<file path="config.mk">
export PLATFORM = sky130hd
export DESIGN_NAME = het_queue
export DESIGN_NICKNAME = d
export VERILOG_FILES = /design/src/design/hysteresis_edge_threshold_top_macros.svh /design/src/design/het_pkg.sv /design/src/design/het_queue.sv
export SDC_FILE = /design/constraint.sdc
export NUM_CORES = 1
export LEC_CHECK = 0
export BUFFER_PORTS_ARGS = -buffer_cell sky130_fd_sc_hd__buf_2
export CAP_MARGIN = 0
export CORE_UTILIZATION = 63
export CTS_BUF_LIST = sky130_fd_sc_hd__clkbuf_8
export CTS_CLUSTER_DIAMETER = 30
export DETAILED_ROUTE_END_ITERATION = 10
export GPL_TIMING_DRIVEN = 0
export PLACE_DENSITY = 0.84
export SYNTH_ARGS = -nofsm -noshare
export SYNTH_HDL_FRONTEND = slang
export SYNTH_SLANG_ARGS = --single-unit
</file>
<file path="constraint.sdc">
create_clock -name clock -period 2 [get_ports clock]
set_input_delay 0.1 -clock clock [delete_from_list [all_inputs] [get_ports clock]]
set_output_delay 0.1 -clock clock [all_outputs]
set_load 0.01 [all_outputs]
</file>
<file path="src/design/hysteresis_edge_threshold_top_macros.svh">
// Assertion helpers shared by the design modules.
`ifndef HYSTERESIS_EDGE_THRESHOLD_TOP_MACROS_SVH
`define HYSTERESIS_EDGE_THRESHOLD_TOP_MACROS_SVH

// Check a property on every clock edge outside reset.
`define HET_CHECK(name, prop, msg) \
   name: assert property (@(posedge clock) disable iff (reset) (prop)) else $error(msg);

// Check that a condition in one cycle brings a consequence in the next.
`define HET_CHECK_NEXT(name, ante, cons, msg) \
   name: assert property (@(posedge clock) disable iff (reset) (ante) |=> (cons)) \
      else $error(msg);

`endif

</file>
<file path="src/design/het_pkg.sv">
package het_pkg;

   localparam int MAX_WIDTH   = 1024;
   localparam int MAX_HEIGHT  = 1024;
   localparam int COL_W       = $clog2(MAX_WIDTH);
   localparam int ROW_W       = $clog2(MAX_HEIGHT) + 1;
   localparam int CFG_DIM_W   = 11;
   localparam int PIXEL_W     = 8;
   localparam int EDGE_W      = 8;
   localparam int CSR_INDEX_W = 2;
   localparam int QUEUE_DEPTH = 4;
   localparam int QPTR_W      = $clog2(QUEUE_DEPTH);

   localparam logic [PIXEL_W-1:0]   LOW_RESET    = 8'd50;
   localparam logic [PIXEL_W-1:0]   HIGH_RESET   = 8'd100;
   localparam logic [CFG_DIM_W-1:0] WIDTH_RESET  = 11'd640;
   localparam logic [CFG_DIM_W-1:0] HEIGHT_RESET = 11'd480;
   localparam logic [EDGE_W-1:0]    EDGE_ON      = 8'd255;
   localparam logic [EDGE_W-1:0]    EDGE_OFF     = 8'd0;

   localparam logic MODE_PIXEL = 1'b0;
   localparam logic MODE_DRAIN = 1'b1;

   typedef enum logic [1:0] {
      CLS_NONE   = 2'd0,
      CLS_WEAK   = 2'd1,
      CLS_STRONG = 2'd2
   } class_type;

   typedef enum logic [CSR_INDEX_W-1:0] {
      REG_LOW    = 2'd0,
      REG_HIGH   = 2'd1,
      REG_WIDTH  = 2'd2,
      REG_HEIGHT = 2'd3
   } csr_index_type;

   // Line store word at one column: the two most recent rows.
   typedef struct packed {
      class_type older;
      class_type newer;
   } line_word_type;

   localparam int LINE_WORD_W = $bits(line_word_type);

   typedef struct packed {
      class_type top;
      class_type mid;
      class_type bot;
   } column_type;

   typedef struct packed {
      logic                 emit;
      logic                 last;
      class_type            cls;
      logic [COL_W-1:0]     col;
      logic                 mask_top;
      logic                 mask_bot;
      logic                 mask_left;
      logic                 mask_right;
   } op_type;

endpackage

</file>
<file path="src/design/het_queue.sv">
module het_queue import het_pkg::*; (
   input  logic   clock,
   input  logic   reset,
   input  logic   push,
   input  op_type push_op,
   output logic   full,
   input  logic   pop,
   output logic   valid,
   output op_type head
);

   op_type              slot_ff [QUEUE_DEPTH];
   logic [QPTR_W-1:0]   wr_ptr_ff, wr_ptr_in;
   logic [QPTR_W-1:0]   rd_ptr_ff, rd_ptr_in;
   logic [QPTR_W:0]     count_ff, count_in;

   assign full  = (count_ff == (QPTR_W+1)'(QUEUE_DEPTH));
   assign valid = (count_ff != '0);
   assign head  = slot_ff[rd_ptr_ff];

   always_comb begin
      wr_ptr_in = push ? wr_ptr_ff + QPTR_W'(1) : wr_ptr_ff;
      rd_ptr_in = pop  ? rd_ptr_ff + QPTR_W'(1) : rd_ptr_ff;
      unique case ({push, pop})
         2'b10:   count_in = count_ff + (QPTR_W+1)'(1);
         2'b01:   count_in = count_ff - (QPTR_W+1)'(1);
         default: count_in = count_ff;
      endcase
   end

   always_ff @(posedge clock) begin
      if (push) begin
         slot_ff[wr_ptr_ff] <= push_op;
      end
   end

   always_ff @(posedge clock) begin
      if (reset) begin
         wr_ptr_ff <= '0;
         rd_ptr_ff <= '0;
         count_ff  <= '0;
      end else begin
         wr_ptr_ff <= wr_ptr_in;
         rd_ptr_ff <= rd_ptr_in;
         count_ff  <= count_in;
      end
   end

endmodule

</file>
After elaboration in Yosys (flattened, before gate mapping):

Memory sizes are Yosys's and may differ from the RTL's. A register that Yosys moved wholly into a read port is not among the register bits.
Index checks and enable logic that the tools add are counted.

* logic and storage cells: 18
* memories: 1
* input bits: 22
* flip-flop bits (word level): 7
* RAM bits: 72
* output and inout port bits: 20

* reduce and logical (&&, ||, !) cells: 2
* add/sub/neg operators: 4
* eq/ne operators: 3
* multiplexer cells: 5

Memories
* slot_ff: words 4, bits a word 18, read ports 1, clocked after Yosys merged registers in 1, wr ports 1, line het_queue.sv:12 `op_type slot_ff [QUEUE_DEPTH];`

Operators with widths (count)
* $pmux W3 S2: 1
* $add A2 B1 Y2 const B: 2
* $mux W2: 2
* $add A3 B1 Y3 const B: 1
* $eq A3 B3 Y1 const B: 1
* $reduce_bool A3 Y1: 1
* $sub A3 B1 Y3 const B: 1
* $eq A2 B1 Y1 const B: 1
* $eq A2 B2 Y1 const B: 1
* $mux W1: 2
* $reduce_bool A2 Y1: 1

Depth between registers and ports, before layout:

* word-level depth: 3
* mapped depth: 6
* depth with buffers taken out: 6

Least setup slack after synthesis:

No wires, ideal clock.

* kind: reg2reg
* from: register wr_ptr_ff[0]
* to: memory slot_ff[2][0] (netlist name), enable pin
* library setup time: 376 ps
* period minus slack after synthesis: 1394 ps
* stages on the path, launching flop included: 4
* buffers on the path: 0
* data arrival time: 1018 ps
* slack: 606 ps
* cells stage by stage: dfxtp_1 -> inv_1 -> ha_1 -> and2_1

RTL lines
* start, declared: line het_queue.sv:13 `logic [QPTR_W-1:0] wr_ptr_ff, wr_ptr_in;`
* start signal, assigned: line het_queue.sv:43 `wr_ptr_ff <= wr_ptr_in;`
* end, declared: line het_queue.sv:12

Straight into the memory's write port.

==> results.toml <==
[drt]
drt_first_pass_iters = 4
drc_errors = 0
wl_per_cell_um = 18.5
first_iter_violations = 86
ant_nets = 0
routed_via_density = 5.60
num_vias = 1484
routed_wl_um = 4890

[worst_setup_path]
slowest_delay_ns = 0.36
cp_max_fo = 10
rrSetupSlack_ns = 0.28
crit_buf_inv = 3
cp.required_ns = 1.90
critical_path_class = "flop to primary output"
path_delay_family = "buffers and inverters"
startpoint_type = "flop"
worstRegToRegCells = 2
end_kind = "primary output"
worstReg2RegEnd = "slot_ff[1][12]"
arrival_ns = 1.69
cp_common_cell = "buf_2"
crit_chain = "buf_2 > buf_2 > mux4_2 > buf_2"
crit_slowest_cell = "mux4_2"
regToRegStartpoint = "wr_ptr_ff[0]"

[clocking]
post_cts_resized = 0
cts_max_level = 3
cts_buffer_depth = 2
postCtsSetupBuffers = 0
clock_sinks = 81
numCtsBuffers = 9
clock_latency_ns = 0.34
path_clk_slew_ns = 0.08
cts-root-buf = "clkbuf_8"
cts_tree = "yes"

[die]
fp.dieW_um = 71.8
ios = 42
start_util_pct = 65.3
core_area_um2 = 4690
die_area_um2 = 5150
rows = 25
die_y_um = 71.8

[placed_design]
hpwl_um = 2890
io_buffers = 40
gp_congestion = 0.643
pre_cts_ws_ns = 0.279

[sta]
fin_skew_ns = 0.00357
finalHoldViolations = 0
rsz0062_at_grt = "false"
setup_tns_ns = 0
finalCritPeriodShare_pct = 89.5
holdWs_ns = 0.0851
maxSlewHeadroom_pct = 36.9
worstMarginPinSlew_ns = 0.946
slew_viol_final = 0
setup_slack_ns = 0.211
finalSetupViolations = 0
max_freq_mhz = 559
period_needed_ns = 1.79

[power]
vdd_drop_max_uv = 651
cellLeakagePower_nw = 1.33
powerDensity_nw_per_um2 = 955

[logic_synthesis]
syn-mean-instance-area_um2 = 22.4
synth-seq-cells = 81
ys.flop_type = "edfxtp_1"
ys_seq_area_share_pct = 76.4
yosysUniqueCellTypes = 21
syn_area_um2 = 3070
synth-edff-count = 72
ys.warnings.count = 0
syn-num-nets = 165
syn_inst = 137
async_reset_ff_share_pct = 0

[global_route]
grt_pass1_wl_um = 7800
grt_max_degree = 19
grt_pass1_vias = 1612
grt_overflow_total = 0
antenna_found_initial = 0
grt_usage_pct = 21.7

[worst_hold_path]
min_to = "rd_ptr_ff[0]"
hp-class = "input port to flop"
hold_depth = 3
worstHoldStart = "pop"

[finish]
fin_nets = 234
antenna_cells = 0
area_delta_synth_final_pct = 21.2
drive_above_1_share_pct = 33.2
fin_util_pct = 79.2
fillers = 255

[status]
outcome = "finished, final reports clean"

[job]
cap_violations = 0
## cell usage after synthesis (2+ instances only)
| library cell | number | area share [%] |
|---|---|---|
| ha_1 | 5 | 2.0 |
| buf_2 | 2 | 0.33 |
| or3_1 | 2 | 0.41 |
| mux4_2 | 10 | 7.3 |
| dfxtp_1 | 9 | 5.9 |
| edfxtp_1 | 72 | 71 |
| xnor2_1 | 3 | 0.86 |
| and2_1 | 4 | 0.82 |
| xor2_1 | 2 | 0.57 |
| mux2i_1 | 2 | 0.65 |
| inv_1 | 3 | 0.37 |
| nor2_1 | 7 | 0.86 |
| mux4_1 | 8 | 6.9 |
## report_power, final
| group | internal (mW) | total [mW] | switching (mW) |
|---|---|---|---|
| combinational | 0.205 | 0.401 | 0.196 |
| clock | 0.586 | 1.18 | 0.592 |
| sequential | 1.93 | 1.97 | 0.0336 |
| total | 2.73 | 3.55 | 0.822 |
## how the worst max path moves through the flow
stage                               end         start  cells after the start
after floorplan           slot_ff[2][0]  wr_ptr_ff[0]                      3
after global placement    slot_ff[2][7]  wr_ptr_ff[0]                      3
after detailed placement  slot_ff[0][5]  wr_ptr_ff[0]                      3
after CTS                       head[6]          flop                      4
after global routing            head[6]          flop                      4
final                           head[6]          flop                      4
## worst min-delay path, delay by kind of cell
| kind | cells | cell delay, ns |
|---|---|---|
| XOR/XNOR | 1 | 0.10 |
| buffers and inverters | 1 | 0.12 |
| AND/OR/NAND/NOR | 1 | 0.08 |
## stage by stage
stage / instance area, um2 / instances / power (mW)
2_1_floorplan: 3070 / 137 / 2.24
3_3_place_gp: 3330 / 231 / 2.36
3_5_place_dp: 3330 / 231 / 2.38
4_1_cts: 3720 / 265 / 3.56
5_1_grt: 3720 / 265 / 3.67
6_report: 3720 / 265 / 3.55
## metal layers
layer | up-vias | routed length, um | GRT usage, %
met5 | - | 0 | 0
met3 | 10 | 143 | 4.64
met2 | 33 | 2570 | 36.8
li1 | 694 | - | -
met1 | 747 | 2070 | 27.0
met4 | 0 | 100 | 10.7
## state kept, by name, summed over array words and instances (netlist names), named ones only
signal and cells:
slot_ff 72, wr_ptr_ff 2, rd_ptr_ff 2, count_ff 3
## layout by cell type (no fill, tap or decap)
cell type,instances
edfxtp_1,72
buf_2,42
dlygate4sd3_1,18
mux4_2,10
dfxtp_1,9
clkbuf_8,9
mux4_1,8
nor2_1,7
ha_1,5
and2_1,4
inv_1,3
xnor2_1,3
clkinvlp_4,3
or3_1,2
xor2_1,2
mux2i_1,2
inv_6,2
buf_6,1
buf_12,1
nor3b_1,1
clkbuf_1,1
nand2_1,1
o21ai_0,1
a21oi_1,1
fa_1,1
clkinv_4,1
bufinv_16,1
## final cells by class
type | instances | area [um2] | share of cell area [%]
buffer | 5 | 45.0 | 1.21
clock buffer | 9 | 124 | 3.33
clock inverter | 7 | 78.8 | 2.12
inverter | 3 | 11.3 | 0.303
multi-input combinational | 48 | 667 | 17.9
sequential | 81 | 2340 | 63.0
tap | 54 | 67.6 | 1.82
timing repair buffer | 58 | 380 | 10.2
## cells by family after synthesis
| family | synth area share, % |
|---|---|
| AO/OA/AOI/OAI | 0.326 |
| XOR/XNOR | 1.43 |
| adder cells (fa/ha/maj) | 2.69 |
| buffers and inverters | 1.84 |
| flip-flops | 76.4 |
| multiplexers | 14.9 |
| AND/OR/NAND/NOR | 2.45 |
## timing repair
action / 4_1_cts / 5_1_grt
endpoints found under the hold margin: 72 / 0
hold buffers: 18 / 0
setup endpoints to repair: 0 / 0
Note: power is estimated with default switching activity, not from simulation.
