## src/design/hysteresis_edge_threshold_top_macros.svh

```systemverilog
// Assertion helpers shared by the design modules.
`ifndef HYSTERESIS_EDGE_THRESHOLD_TOP_MACROS_SVH
`define HYSTERESIS_EDGE_THRESHOLD_TOP_MACROS_SVH

// Check a property on every clock edge outside reset.
`define HET_CHECK(name, prop, msg) \
   name: assert property (@(posedge clock) disable iff (reset) (prop)) else $error(msg);

// Check that a condition in one cycle brings a consequence in the next.
`define HET_CHECK_NEXT(name, ante, cons, msg) \
   name: assert property (@(posedge clock) disable iff (reset) (ante) |=> (cons)) \
      else $error(msg);

`endif

```

## src/design/het_pkg.sv

```systemverilog
package het_pkg;

   localparam int MAX_WIDTH   = 1024;
   localparam int MAX_HEIGHT  = 1024;
   localparam int COL_W       = $clog2(MAX_WIDTH);
   localparam int ROW_W       = $clog2(MAX_HEIGHT) + 1;
   localparam int CFG_DIM_W   = 11;
   localparam int PIXEL_W     = 8;
   localparam int EDGE_W      = 8;
   localparam int CSR_INDEX_W = 2;
   localparam int QUEUE_DEPTH = 4;
   localparam int QPTR_W      = $clog2(QUEUE_DEPTH);

   localparam logic [PIXEL_W-1:0]   LOW_RESET    = 8'd50;
   localparam logic [PIXEL_W-1:0]   HIGH_RESET   = 8'd100;
   localparam logic [CFG_DIM_W-1:0] WIDTH_RESET  = 11'd640;
   localparam logic [CFG_DIM_W-1:0] HEIGHT_RESET = 11'd480;
   localparam logic [EDGE_W-1:0]    EDGE_ON      = 8'd255;
   localparam logic [EDGE_W-1:0]    EDGE_OFF     = 8'd0;

   localparam logic MODE_PIXEL = 1'b0;
   localparam logic MODE_DRAIN = 1'b1;

   typedef enum logic [1:0] {
      CLS_NONE   = 2'd0,
      CLS_WEAK   = 2'd1,
      CLS_STRONG = 2'd2
   } class_type;

   typedef enum logic [CSR_INDEX_W-1:0] {
      REG_LOW    = 2'd0,
      REG_HIGH   = 2'd1,
      REG_WIDTH  = 2'd2,
      REG_HEIGHT = 2'd3
   } csr_index_type;

   // Line store word at one column: the two most recent rows.
   typedef struct packed {
      class_type older;
      class_type newer;
   } line_word_type;

   localparam int LINE_WORD_W = $bits(line_word_type);

   typedef struct packed {
      class_type top;
      class_type mid;
      class_type bot;
   } column_type;

   typedef struct packed {
      logic                 emit;
      logic                 last;
      class_type            cls;
      logic [COL_W-1:0]     col;
      logic                 mask_top;
      logic                 mask_bot;
      logic                 mask_left;
      logic                 mask_right;
   } op_type;

endpackage

```

## src/design/het_front.sv

```systemverilog
`include "hysteresis_edge_threshold_top_macros.svh"

module het_front import het_pkg::*; (
   input  logic                   clock,
   input  logic                   reset,
   input  logic                   req_tvalid,
   output logic                   req_tready,
   input  logic [PIXEL_W-1:0]     req_tdata,
   input  logic                   req_tuser,
   input  logic                   csr_valid,
   output logic                   csr_ready,
   input  logic [CSR_INDEX_W-1:0] csr_index,
   input  logic [CFG_DIM_W-1:0]   csr_data,
   input  logic                   q_full,
   output logic                   q_push,
   output op_type                 q_op
);

   logic [PIXEL_W-1:0]   low_ff, low_in;
   logic [PIXEL_W-1:0]   high_ff, high_in;
   logic [CFG_DIM_W-1:0] width_ff, width_in;
   logic [CFG_DIM_W-1:0] height_ff, height_in;
   logic [COL_W-1:0]     col_ff, col_in;
   logic [ROW_W-1:0]     in_row_ff, in_row_in;
   logic [COL_W-1:0]     out_col_ff, out_col_in;
   logic [ROW_W-1:0]     out_row_ff, out_row_in;
   logic                 extra_ff, extra_in;

   logic [31:0]      w_eff;
   logic [31:0]      h_eff;
   logic [COL_W-1:0] wm1;
   logic [ROW_W-1:0] hm1;
   logic [ROW_W-1:0] h_count;
   class_type        cls;
   logic             col_wrap;
   logic [COL_W-1:0] col_next;
   logic             out_col_wrap;
   logic             out_last;
   logic             complete;
   logic             started;

   always_comb begin
      if (width_ff == '0) begin
         w_eff = 32'd1;
      end else if (32'(width_ff) > MAX_WIDTH) begin
         w_eff = 32'(MAX_WIDTH);
      end else begin
         w_eff = 32'(width_ff);
      end
      if (height_ff == '0) begin
         h_eff = 32'd1;
      end else if (32'(height_ff) > MAX_HEIGHT) begin
         h_eff = 32'(MAX_HEIGHT);
      end else begin
         h_eff = 32'(height_ff);
      end
   end

   assign wm1     = COL_W'(w_eff - 32'd1);
   assign hm1     = ROW_W'(h_eff - 32'd1);
   assign h_count = ROW_W'(h_eff);

   always_comb begin
      priority if (req_tdata <= low_ff) begin
         cls = CLS_NONE;
      end else if (req_tdata >= high_ff) begin
         cls = CLS_STRONG;
      end else begin
         cls = CLS_WEAK;
      end
   end

   assign col_wrap     = (col_ff == wm1);
   assign col_next     = col_wrap ? '0 : col_ff + COL_W'(1);
   assign out_col_wrap = (out_col_ff == wm1);
   assign out_last     = out_col_wrap && (out_row_ff == hm1);
   assign complete     = (in_row_ff == h_count);
   assign started      = (in_row_ff > ROW_W'(1)) ||
                         ((in_row_ff == ROW_W'(1)) && (col_ff != '0));

   assign req_tready = !q_full && !extra_ff && !csr_valid;
   assign csr_ready  = 1'b1;

   always_comb begin
      low_in     = low_ff;
      high_in    = high_ff;
      width_in   = width_ff;
      height_in  = height_ff;
      col_in     = col_ff;
      in_row_in  = in_row_ff;
      out_col_in = out_col_ff;
      out_row_in = out_row_ff;
      extra_in   = extra_ff;
      q_push     = 1'b0;

      q_op.emit       = 1'b0;
      q_op.last       = 1'b0;
      q_op.cls        = cls;
      q_op.col        = col_ff;
      q_op.mask_top   = (out_row_ff == '0);
      q_op.mask_bot   = (out_row_ff == hm1);
      q_op.mask_left  = (out_col_ff == '0);
      q_op.mask_right = out_col_wrap;

      if (csr_valid) begin
         unique case (csr_index_type'(csr_index))
            REG_LOW:    low_in    = csr_data[PIXEL_W-1:0];
            REG_HIGH:   high_in   = csr_data[PIXEL_W-1:0];
            REG_WIDTH:  width_in  = csr_data;
            REG_HEIGHT: height_in = csr_data;
            default:    low_in    = low_ff;
         endcase
         if ((csr_index_type'(csr_index) == REG_WIDTH) ||
             (csr_index_type'(csr_index) == REG_HEIGHT)) begin
            col_in     = '0;
            in_row_in  = '0;
            out_col_in = '0;
            out_row_in = '0;
            extra_in   = 1'b0;
         end
      end else if (extra_ff) begin
         // prime the window once more for a single-line frame
         if (!q_full) begin
            q_push   = 1'b1;
            col_in   = col_next;
            extra_in = 1'b0;
         end
      end else if (req_tvalid && req_tready) begin
         if (!complete) begin
            if (req_tuser == MODE_PIXEL) begin
               q_push    = 1'b1;
               q_op.emit = started;
               col_in    = col_next;
               if (col_wrap) begin
                  in_row_in = in_row_ff + ROW_W'(1);
               end
               if (started) begin
                  out_col_in = out_col_wrap ? '0 : out_col_ff + COL_W'(1);
                  if (out_col_wrap) begin
                     out_row_in = out_row_ff + ROW_W'(1);
                  end
               end
               if (col_wrap && (in_row_ff == hm1) && (hm1 == '0)) begin
                  extra_in = 1'b1;
               end
            end
         end else begin
            q_push     = 1'b1;
            q_op.emit  = 1'b1;
            q_op.last  = out_last;
            col_in     = col_next;
            out_col_in = out_col_wrap ? '0 : out_col_ff + COL_W'(1);
            if (out_col_wrap) begin
               out_row_in = out_row_ff + ROW_W'(1);
            end
            if (out_last) begin
               col_in     = '0;
               in_row_in  = '0;
               out_col_in = '0;
               out_row_in = '0;
            end
         end
      end
   end

   always_ff @(posedge clock) begin
      if (reset) begin
         low_ff     <= LOW_RESET;
         high_ff    <= HIGH_RESET;
         width_ff   <= WIDTH_RESET;
         height_ff  <= HEIGHT_RESET;
         col_ff     <= '0;
         in_row_ff  <= '0;
         out_col_ff <= '0;
         out_row_ff <= '0;
         extra_ff   <= 1'b0;
      end else begin
         low_ff     <= low_in;
         high_ff    <= high_in;
         width_ff   <= width_in;
         height_ff  <= height_in;
         col_ff     <= col_in;
         in_row_ff  <= in_row_in;
         out_col_ff <= out_col_in;
         out_row_ff <= out_row_in;
         extra_ff   <= extra_in;
      end
   end

   `HET_CHECK(a_col_in_line, col_ff <= wm1, "line store column beyond image width")
   `HET_CHECK(a_out_col_in_line, out_col_ff <= wm1, "result column beyond image width")
   `HET_CHECK(a_extra_single_line, !extra_ff || ((hm1 == '0) && (in_row_ff == ROW_W'(1))),
      "window priming pending outside a finished single-line frame")

endmodule

```

## config.mk

```make
export PLATFORM = sky130hd
export DESIGN_NAME = het_front
export DESIGN_NICKNAME = d
export VERILOG_FILES = /design/src/design/het_pkg.sv /design/src/design/het_front.sv
export VERILOG_INCLUDE_DIRS = /design/src /design/src/design
export SDC_FILE = /design/constraint.sdc
export NUM_CORES = 1
export LEC_CHECK = 0
export BUFFER_PORTS_ARGS = -buffer_cell sky130_fd_sc_hd__buf_2
export CAP_MARGIN = 20
export CELL_PAD_IN_SITES_DETAIL_PLACEMENT = 1
export CELL_PAD_IN_SITES_GLOBAL_PLACEMENT = 1
export CORE_MARGIN = 3
export CORE_UTILIZATION = 41
export DETAILED_ROUTE_END_ITERATION = 6
export PLACE_DENSITY = 0.74
export SYNTH_ARGS = -nofsm -noshare
export SYNTH_HDL_FRONTEND = slang
export SYNTH_SLANG_ARGS = --single-unit
```

## constraint.sdc

```tcl
create_clock -name clock -period 3.8 [get_ports clock]
set_clock_uncertainty 0.2 [all_clocks]
set_input_delay 0.19 -clock clock [delete_from_list [all_inputs] [get_ports clock]]
set_output_delay 0.19 -clock clock [all_outputs]
set_load 0.02 [all_outputs]
```

# == Word-level counts from Yosys, hierarchy flattened ==
# Index checks and enable logic that the tools add are counted.
# Widths: inputs -> output; s select.
# word_totals
ramBits,0
latchBits,0
memories,0
elab_cells,124
reg_bits,81
rom_bits,0
output_inout_bits,21
# op_classes
bitwise,0
n_eq_ne,15
div,0
magnitude_cmp,5
reduce_logical,30
n_mul,0
addsub,6
n_shift,0
mux,59
# ops
operator,n
$mux 11,18
$mux 10,19
$logic_not 11->1,4
$eq 11x11->1,3
$add 11x1->11 const B,2
$gt 11x11->1 const B,2
$add 10x1->10 const B,2
$eq 10x10->1,2
$mux 1,17
$eq 11x1->1 const B,1
$gt 11x1->1 const B,1
$sub 11x1->11 const B,1
$logic_not 10->1,1
$mux 2,5
$reduce_bool 10->1,1
$sub 10x1->10 const B,1
$reduce_bool 3->1,3
$ge 8x8->1,1
$le 8x8->1,1
$reduce_and 2->1,4
$logic_and 1x1->1,7
$ne 3x3->1 const B,2
$reduce_and 6->1,1
$reduce_and 5->1,1
11 further kinds,15

# == Logic depth before layout (Yosys ltp) ==
# Gate-level depths: netlist of the first run.
# logic_depth
ltp_word,13
ltp_mapped,17

# == Least setup slack after synthesis of the first run ==
# OpenSTA, ideal clock, no wires.
# synth_path
kind,reg-to-reg
start,reg width_ff[2]
end,reg in_row_ff[1]
synth_period_minus_slack_ns,4.140
t_arrival_ns,3.853
path_slack_ns,-0.340
path_stages_with_launch,17
setup_time_ns,0.087
t_required_ns,3.513
cell_sequence,dfxtp_1 > buf_2 > or4_1 > nor4_1 > o21bai_1 > ha_1 > clkbuf_1 > nor3b_1 > o311ai_1 > xor2_1 > a211oi_1 > nand4_1 > nor4_2 > o22ai_1 > buf_2 > a2111o_1 > o31ai_1
# synth_via
elab_chain_len,8
word_cells_on_any_way,11
classes_between,add/sub (1); order compare (1); eq/ne (3); mux (2); reduce/logical (4)
# synth_rtl
item,line,source
start: declaration,het_front.sv:21,"logic [CFG_DIM_W-1:0] width_ff, width_in;"
start signal: assignment,het_front.sv:180,width_ff <= width_in;
$gt 11x11->1,het_front.sv:45,end else if (32'(width_ff) > MAX_WIDTH) begin
$mux 10,het_front.sv:45,
$mux 10 (*),het_front.sv:43,if (width_ff == '0) begin
$sub 10x1->10 (*),het_front.sv:59,assign wm1 = COL_W'(w_eff - 32'd1);
$eq 10x10->1,het_front.sv:75,assign out_col_wrap = (out_col_ff == wm1);
$logic_and 1x1->1,het_front.sv:76,assign out_last = out_col_wrap && (out_row_ff == hm1);
$ne 3x3->1 (no source line),n/a,
$reduce_and 6->1 (no source line) (*),n/a,
end signal: assignment,het_front.sv:183,in_row_ff <= in_row_in;
end: declaration,het_front.sv:24,"logic [ROW_W-1:0] in_row_ff, in_row_in;"
# Mark *: on every way between the ends. The rest lies on a longest branch, timed or not.
# A chain may end at the register's enable or synchronous reset.

# == Worst setup path in the final report of the first run ==
# layout_path
start,reg width_ff[2]
end,reg in_row_ff[7]
# The elaborated chain is that of the path after synthesis.

==> flow_summary.ini, run 1 <==
[floorplanning]
die_area_um2 = 16900
start_util_pct = 42.6
die_y_um = 130
rows = 44
io_pins = 48
core_um2 = 14800
die_w_um = 130

[place]
dp_hpwl_mm = 16.2
gp_congestion = 0.929
io_buffers = 46

[worst_setup_path]
r2r_slack_ns = -0.12
crit_family = simple AND/OR/NAND/NOR gates
r2r_start = width_ff[2]$_SDFFE_PP0P_
endpoint = in_row_ff[7]$_SDFFE_PP0P_
required_ns = 3.88
setup.worst_path.class = flip-flop to flip-flop
path_cells = or4_4, nor4_4, o21bai_2, ha_4, nor3b_4, o311ai_4, xnor2_2, nand3_2, nor4_4, buf_6, buf_12, nand4_4, buf_12, buf_12, a211oi_2, mux2i_1
slowest_stage = or4_4
startpoint_type = flip-flop
rr_worst_depth = 16
slowest_delay_ns = 0.55
path_common_cell = buf_12
timing.critical_path.buf_inv = 4
crit_path_start = width_ff[2]$_SDFFE_PP0P_
crit_arrival_ns = 4.00
cp.depth = 16
worst_setup_path_end_kind = flip-flop
crit_path_max_fanout = 10
reg2reg_to = in_row_ff[7]$_SDFFE_PP0P_

[drt]
routedWlPerCell_um = 21.3
drt_iter0_drc = 378
vias = 6842
finalWirelength_mm = 23.5
vias_per_cell = 6.19
antenna_left = 0
drc = 0
dr.pass1.iters = 6

[flow_run]
max-cap-violations = 0

[clock_network]
path_clk_slew_ns = 0.07
cts_tree = yes
clk_latency_ns = 0.36
htree_levels = 3
clockBufferDepth = 2
clockRootBuffer = clkbuf_16
cts.sinks = 81
numCtsBuffers = 9

[synthesis]
syn_inst = 834
synth_cell_type_count = 86
synthFlopType = dfxtp_1
yosysTopAreaCell = dfxtp_1
ys_async_sr_fraction_pct = 0
synth_warnings = 0
ys_seq_area_share_pct = 25.8
synth_area_um2 = 6290
ys_ff_latch = 81
synth.top_cells.by_area = dfxtp_1 26%, ha_1 5.4%, nand2_1 5.1%
synth_top_area_share_pct = 25.8
synth_edf_count = 0
syn-num-nets = 888
synth_top_cells_by_count = 86 x nand2_1, 81 x dfxtp_1, 69 x nor2_1
avgSynthCellArea_um2 = 7.54
yosysMostFrequentCell = nand2_1

[timing]
fin_setup_tns_ns = -0.676
hold_violations = 0
slew_headroom_pct = 25.6
min_period_over_period_pct = 103
finalSetupViolCount = 11
max_slew.worst_pin.slew_ns = 1.11
grt_setup_unrepaired = yes
fin_crit_ns = 3.92
max_freq_mhz = 255
final_max_slew_viol_count = 0
worst_slack_ns = -0.116

[worst_hold_path]
hold_path.class = primary input to flip-flop

[power_and_ir_drop]
p_per_area_nw_per_um2 = 278
p_clk_share_pct = 42.1
p_leak_nw = 3.13
p_sw_share_pct = 30.2
power_frac_seq_pct = 38.9
power_w = 0.00225
power_frac_comb_pct = 19.0
p_switching_w = 0.000680
ir_drop_uv = 224
p_int_w = 0.00157

[cells_and_area]
final_nets = 970
area_delta_synth_final_pct = 28.7
insertedDiodeCount = 0
layout-drive-gt1-share_pct = 25.2

[grt]
grt_pass1_vias = 6913
grt_overflow = 0
grt_pass1_wl_mm = 36.4
track_usage_pct = 27.3
grt_start_max_net_pins = 78
antenna_found_initial = 0

[status]
status = finished, violations left
violations = setup timing
## through the flow
stage | cell area [um^2] | util, % | instances | hold slack, ns | worst slack (ns)
floorplan | 6360 | - | 834 | 0.108 | 0.00119
global placement | 6980 | 47.3 | 1060 | 0.231 | -0.0281
detailed placement | 6980 | 47.3 | 1060 | 0.248 | -0.185
CTS | 7680 | 52.1 | 1096 | 0.0905 | -0.0602
global route | 8100 | 54.9 | 1105 | 0.147 | -0.237
finish | 8100 | 54.9 | 1105 | 0.109 | -0.116
## tightest hold or removal path, cell delays in order
cell and delay, ns:
buf_2 0.09, or2_2 0.16, a2111o_1 0.13, o31ai_1 0.06
## worst min path at each step
stage / start / slack [ns] / to / cells past startpoint
after floorplan: csr_data[8] / 0.11 / height_ff[8]$_SDFFE_PP1P_ / 1
after global placement: csr_data[9] / 0.23 / width_ff[9]$_SDFFE_PP1P_ / 2
after detailed placement: csr_data[9] / 0.25 / width_ff[9]$_SDFFE_PP1P_ / 2
after CTS: reset / 0.09 / in_row_ff[1]$_SDFFE_PP0P_ / 4
after global routing: reset / 0.15 / in_row_ff[1]$_SDFFE_PP0P_ / 4
final: reset / 0.11 / in_row_ff[1]$_SDFFE_PP0P_ / 4
## sequential cells by signal, indices dropped and copies added (netlist names)
register / cells
extra_ff: 1
low_ff: 8
width_ff: 11
col_ff: 10
in_row_ff: 11
out_col_ff: 10
out_row_ff: 11
height_ff: 11
high_ff: 8
## layer usage
metal / wire [um] / track usage (%)
met2: 11500 / 46.7
met3: 920 / 4.05
met1: 10500 / 35.3
met5: 0 / 0
met4: 581 / 8.62
## power groups by stage
stage	Sequential, W	Clock [W]	Combinational (W)
6_report	0.000875	0.000946	0.000428
5_1_grt	0.000876	0.000998	0.000468
4_1_cts	0.000875	0.000959	0.000404
3_5_place_dp	0.000894	0	0.000372
3_3_place_gp	0.000892	0	0.000359
2_1_floorplan	0.000893	0	0.000248
## placed cells by master, fill, tap and decap left out, drive strengths merged, types with 6 or more instances in the layout
| cell | count |
|---|---|
| a211oi | 6 |
| nor2 | 70 |
| xor2 | 11 |
| a21o | 7 |
| inv | 48 |
| and3 | 19 |
| nand2b | 29 |
| nor4b | 9 |
| nand4 | 15 |
| o21ai | 45 |
| nor3b | 11 |
| nor3 | 12 |
| mux2i | 15 |
| ha | 27 |
| or3 | 6 |
| nand3 | 36 |
| nor4 | 28 |
| clkbuf | 11 |
| xnor2 | 24 |
| or4 | 8 |
| dfxtp | 81 |
| nand2 | 88 |
| a31oi | 6 |
| nor2b | 9 |
| o22ai | 7 |
| dlygate4sd3 | 12 |
| buf | 117 |
| nand3b | 12 |
| a21oi | 56 |
## cell families (layout without fill, tap and decap cells)
kind of cell    count (synthesis)  after routing  synth area share, %
simple gates                  378            378                 34.1
compound gates                186            188                 19.7
buf+inv                       109            194                 7.20
flops                          81             81                 25.8
xor+xnor                       36             36                 5.23
fa+ha+maj                      27             27                 5.37
mux                            16             16                 2.57
other cells                     1              1               0.0596
## layout make-up
type	instances	area, um^2
Fill cell	1766	6660
Multi-Input combinational cell	646	4690
Sequential cell	81	1620
Timing Repair Buffer	130	1050
Clock buffer	10	239
Tap cell	184	230
Inverter	48	184
Clock inverter	6	73.8
## what timing repair did
| action | in CTS | in global routing |
|---|---|---|
| gates resized for setup | 35 | 61 |
| buffers inserted | 7 | 8 |
| hold buffers | 12 | 0 |
| endpoints found under the setup margin | 34 | 45 |
| endpoints found under the hold margin | 39 | 0 |
| pin swaps | 18 | 32 |
| gates cloned | 1 | 2 |
Power figures use the tool's default switching activity.
==> run 2: changes to the inputs <==
==> constraint.sdc (replaced) <==
create_clock -name clock -period 3.8 [get_ports clock]
set_clock_uncertainty 0.2 [all_clocks]
set_input_delay 0.76 -clock clock [delete_from_list [all_inputs] [get_ports clock]]
set_output_delay 0.76 -clock clock [all_outputs]
set_load 0.02 [all_outputs]
==> run 2 against run 1 <==
Against the previous run: the flow still finishes with violations (setup timing); die area is the same; non-clock buffer count grew 24; wire length grew 6.8%; fmax shrank 12%; critical endpoint is now q_op[16].
==> flow_summary.ini, run 2 (synthesis gave the netlist of run 1 again) <==
[grt]
antenna_found_initial = 1
grt_pass1_wl_mm = 38.4
track_usage_pct = 28.9
grt_pass1_vias = 7125
grt_start_max_net_pins = 78
grt_overflow = 0

[floorplanning]
rows = 44
start_util_pct = 42.6
core_um2 = 14800
die_area_um2 = 16900
die_w_um = 130
io_pins = 48
die_y_um = 130

[flow_run]
max-cap-violations = 0

[worst_setup_path]
setup.worst_path.class = flip-flop to primary output
crit_path_max_fanout = 6
worst_setup_path_end_kind = primary output
startpoint_type = flip-flop
crit_arrival_ns = 3.47
required_ns = 2.84

[status]
violations = setup timing
status = finished, violations left

[drt]
vias_per_cell = 6.25
drt_iter0_drc = 532
met3_length_mm = 1.25
dr.pass1.iters = 5
vias = 7055
drc = 0
wl_met1_mm = 10.5
antenna_left = 0
finalWirelength_mm = 25.1
met2_length_mm = 12.6
highest_layer = met5
routedWlPerCell_um = 22.2

[cells_and_area]
mostFrequentLayoutCell = buf_4
final_nets = 993
layout-drive-gt1-share_pct = 33.5
area_delta_synth_final_pct = 35.4
insertedDiodeCount = 0
layout_common_cells = 84 x buf_4, 81 x nand2_1, 76 x dfxtp_1, 63 x nor2_1, 43 x inv_1
design_area_um2 = 8520

[timing]
grt_setup_unrepaired = yes
worst_slack_ns = -0.630
finalSetupViolCount = 43
fin_crit_ns = 4.43
slew_headroom_pct = 34.7
min_period_over_period_pct = 117
hold_violations = 0
fin_hold_ws_ns = 0.308
max_slew.worst_pin.slew_ns = 0.976
max_freq_mhz = 226
fin_setup_tns_ns = -8.91
final_max_slew_viol_count = 0

[clock_network]
numCtsBuffers = 9
ctsHoldBuffers = 0
cts_tree = yes
htree_levels = 3
clk_latency_ns = 0.35
cts.sinks = 81
clockRootBuffer = clkbuf_16
clockBufferDepth = 2
path_clk_slew_ns = 0.06

[power_and_ir_drop]
p_per_area_nw_per_um2 = 269
power_frac_seq_pct = 38.2
power_w = 0.00229
power_frac_comb_pct = 21.3
p_switching_w = 0.000692
p_int_w = 0.00160
p_clk_share_pct = 40.4
ir_drop_uv = 207
p_leak_nw = 3.28
p_sw_share_pct = 30.2

[worst_hold_path]
hold_path.class = flip-flop to flip-flop

[place]
io_buffers = 46
gp_congestion = 0.952
dp_hpwl_mm = 16.7
placed_area_um2 = 7080
-- run 2: cell types whose count changed in the layout (fill, tap and decap cells not counted), sizes merged --
cell,delta
buf,+37
dlygate4sd3,-12
clkinv,-1
a311oi,-1
-- run 2: worst paths after layout --
path,from,to,slack (ns),cells past startpoint
setup reg to reg,width_ff[8]$_SDFFE_PP0P_,out_row_ff[9]$_SDFFE_PP0P_,-0.37,16
setup / recovery,width_ff[8]$_SDFFE_PP0P_,q_op[16],-0.63,13
hold / removal,high_ff[7]$_SDFFE_PP0P_,high_ff[7]$_SDFFE_PP0P_,0.31,2
hold reg to reg,high_ff[7]$_SDFFE_PP0P_,high_ff[7]$_SDFFE_PP0P_,0.31,2
-- run 2: power by group through the flow --
stage               combinational [W]  clock (W)  sequential (W)
global placement             0.000371          0        0.000892
floorplan                    0.000247          0        0.000893
CTS                          0.000451   0.000938        0.000875
finish                       0.000489   0.000926        0.000876
global route                 0.000527   0.000977        0.000877
detailed placement           0.000386          0        0.000894
-- run 2: metrics by stage --
stage | std cells | utilization (%) | setup slack (ns)
floorplan | 834 | - | -0.277
global placement | 1078 | 48.0 | -0.184
detailed placement | 1078 | 48.0 | -0.351
CTS | 1124 | 54.7 | -0.454
global route | 1128 | 57.7 | -0.769
finish | 1128 | 57.7 | -0.630
-- run 2: metal layers --
| layer | up-vias | GRT usage (%) |
|---|---|---|
| met5 | - | 0 |
| met4 | 2 | 9.72 |
| met3 | 63 | 4.22 |
| met2 | 257 | 50.5 |
| met1 | 3519 | 36.4 |
| li1 | 3214 | - |
-- run 2: cell type report --
class	instances	area, um^2
fillers	1712	6240
multi-input cells	645	4970
flip-flops and latches	81	1630
repair buffers	154	1180
clock buffers	11	243
well taps	184	230
inverters	48	191
clock inverters	5	62.6
-- run 2: repair_timing --
| action | in CTS | in global routing |
|---|---|---|
| resized for setup | 94 | 119 |
| gates cloned | 3 | 0 |
| setup endpoints to repair | 45 | 50 |
| pin swaps | 34 | 59 |
| setup buffers | 36 | 17 |
-- run 2: worst max-delay path, stage by stage (launching register included) --
cell and delay [ns]:
dfxtp_2 0.32, or4_4 0.55, nor4_4 0.28, o21bai_4 0.12, ha_4 0.19, buf_6 0.12, and2_4 0.14, a41o_1 0.26
o21bai_2 0.23, nand3_2 0.14, nor4_4 0.40, nand4_4 0.18, clkinv_4 0.07, buf_6 0.10
==> run 3: changes to the inputs <==
--- a/config.mk
+++ b/config.mk
@@ -10,6 +10,7 @@
 export CAP_MARGIN = 20
 export CELL_PAD_IN_SITES_DETAIL_PLACEMENT = 1
 export CELL_PAD_IN_SITES_GLOBAL_PLACEMENT = 1
+export CORE_ASPECT_RATIO = 2
 export CORE_MARGIN = 3
 export CORE_UTILIZATION = 41
 export DETAILED_ROUTE_END_ITERATION = 6
==> run 3 against run 2 <==
Against the previous run: the run still ends with setup timing left; highest routed layer is now met4; fmax rose by 1.0%; critical endpoint unchanged; wire length rose by 6.7%; clock-buffer cell count fell by 1.
==> flow_summary.ini, run 3 (synthesis gave the netlist of run 1 again) <==
[worst_setup_path]
crit_arrival_ns = 3.42
crit_path_max_fanout = 5
crit_path_start = width_ff[8]$_SDFFE_PP0P_
setup.worst_path.class = flip-flop to primary output
worst_setup_path_end_kind = primary output
startpoint_type = flip-flop
r2r_start = width_ff[8]$_SDFFE_PP0P_
required_ns = 2.84
r2r_slack_ns = -0.40

[drt]
dr.pass1.iters = 5
drc = 0
antenna_left = 0
drt_iter0_drc = 315
finalWirelength_mm = 26.8
vias_per_cell = 6.11
routedWlPerCell_um = 23.4
vias = 6991

[grt]
antenna_found_initial = 0
grt_pass1_wl_mm = 40.0
grt_pass1_vias = 7473
grt_start_max_net_pins = 78
track_usage_pct = 30.3
grt_overflow = 0

[worst_hold_path]
hold_path.class = flip-flop to flip-flop
worstHoldStart = low_ff[0]$_SDFFE_PP0P_

[clock_network]
cts.sinks = 81
ctsHoldBuffers = 0
numCtsBuffers = 9
htree_levels = 3
cts_tree = yes
clk_latency_ns = 0.36
path_clk_slew_ns = 0.06
clockBufferDepth = 2
clockRootBuffer = clkbuf_16

[timing]
worst_slack_ns = -0.585
hold_violations = 0
grt_setup_unrepaired = yes
fin_hold_ws_ns = 0.300
fin_crit_ns = 4.38
max_freq_mhz = 228
slew_headroom_pct = 41.8
min_period_over_period_pct = 115
finalSetupViolCount = 46
final_max_slew_viol_count = 0
fin_setup_tns_ns = -8.03
max_slew.worst_pin.slew_ns = 0.873

[cells_and_area]
area_delta_synth_final_pct = 34.5
insertedDiodeCount = 0
layout-drive-gt1-share_pct = 31.7
design_area_um2 = 8460
instances_no_fill = 1144
layout_common_cells = 90 x buf_4, 84 x nand2_1, 77 x dfxtp_1, 68 x nor2_1, 46 x a21oi_1
mostFrequentLayoutCell = buf_4
final_nets = 998

[floorplanning]
io_pins = 48
die_y_um = 181
die_area_um2 = 16900
rows = 63
core_um2 = 14900
die_w_um = 93.6
start_util_pct = 42.2

[place]
gp_congestion = 0.924
placed_area_um2 = 7180
io_buffers = 46
place_inst = 1099
dp_hpwl_mm = 18.7

[flow_run]
max-cap-violations = 0

[power_and_ir_drop]
p_per_area_nw_per_um2 = 267
p_leak_nw = 3.32
ir_drop_uv = 328

[status]
violations = setup timing
status = finished, violations left
==> run 3: power by group <==
part / total, W / switching, W / internal, W
clock: 0.000901 / 0.000389 / 0.000512
combinational: 0.000481 / 0.000280 / 0.000201
sequential: 0.000877 / 0.0000118 / 0.000865
total: 0.00226 / 0.000680 / 0.00158
==> run 3: worst max-delay path, cell delays in order, from the launching register on <==
cell,delay [ns]
dfxtp_2,0.32
or4_4,0.55
nor4_4,0.23
o21bai_2,0.14
ha_4,0.19
buf_12,0.13
and2_4,0.14
a41o_1,0.25
o21bai_4,0.19
nand3_4,0.09
nor4_4,0.45
nand4_4,0.18
clkinv_4,0.08
buf_6,0.11
==> run 3: cell type report <==
| type | instances | area, um^2 |
|---|---|---|
| repair buffers | 160 | 1260 |
| fillers | 1772 | 6440 |
| clock inverters | 6 | 66.3 |
| multi-input cells | 644 | 4840 |
| well taps | 195 | 244 |
| flip-flops and latches | 81 | 1630 |
| inverters | 48 | 194 |
| clock buffers | 10 | 229 |
==> run 3: worst paths after layout <==
check / end / cells past startpoint
worst min-delay path: low_ff[0]$_SDFFE_PP0P_ / 2
worst min register to register: low_ff[0]$_SDFFE_PP0P_ / 2
worst max register to register: out_row_ff[9]$_SDFFE_PP0P_ / 17
worst max-delay path: q_op[16] / 13
==> run 3: metrics by stage <==
stage               power [W]  util [%]  setup WS [ns]
floorplan             0.00114         -         -0.277
global placement      0.00128      48.2         -0.275
detailed placement    0.00130      48.2         -0.339
CTS                   0.00223      53.8         -0.572
global route          0.00234      56.8         -0.679
finish                0.00226      56.8         -0.585
==> run 3: what timing repair did <==
action	CTS	global route
gates cloned	1	1
pin swaps	43	40
endpoints found under the setup margin	49	50
resized for setup	87	89
setup buffers	20	17
==> run 3: metal layers <==
| layer | track usage (%) | vias up | part of all wire, % |
|---|---|---|---|
| met2 | 58.3 | 214 | 55 |
| met3 | 4.13 | 123 | 3.7 |
| met5 | 0 | - | 0 |
| met1 | 28.8 | 3435 | 34 |
| li1 | - | 3219 | - |
| met4 | 19.1 | 0 | 7.5 |
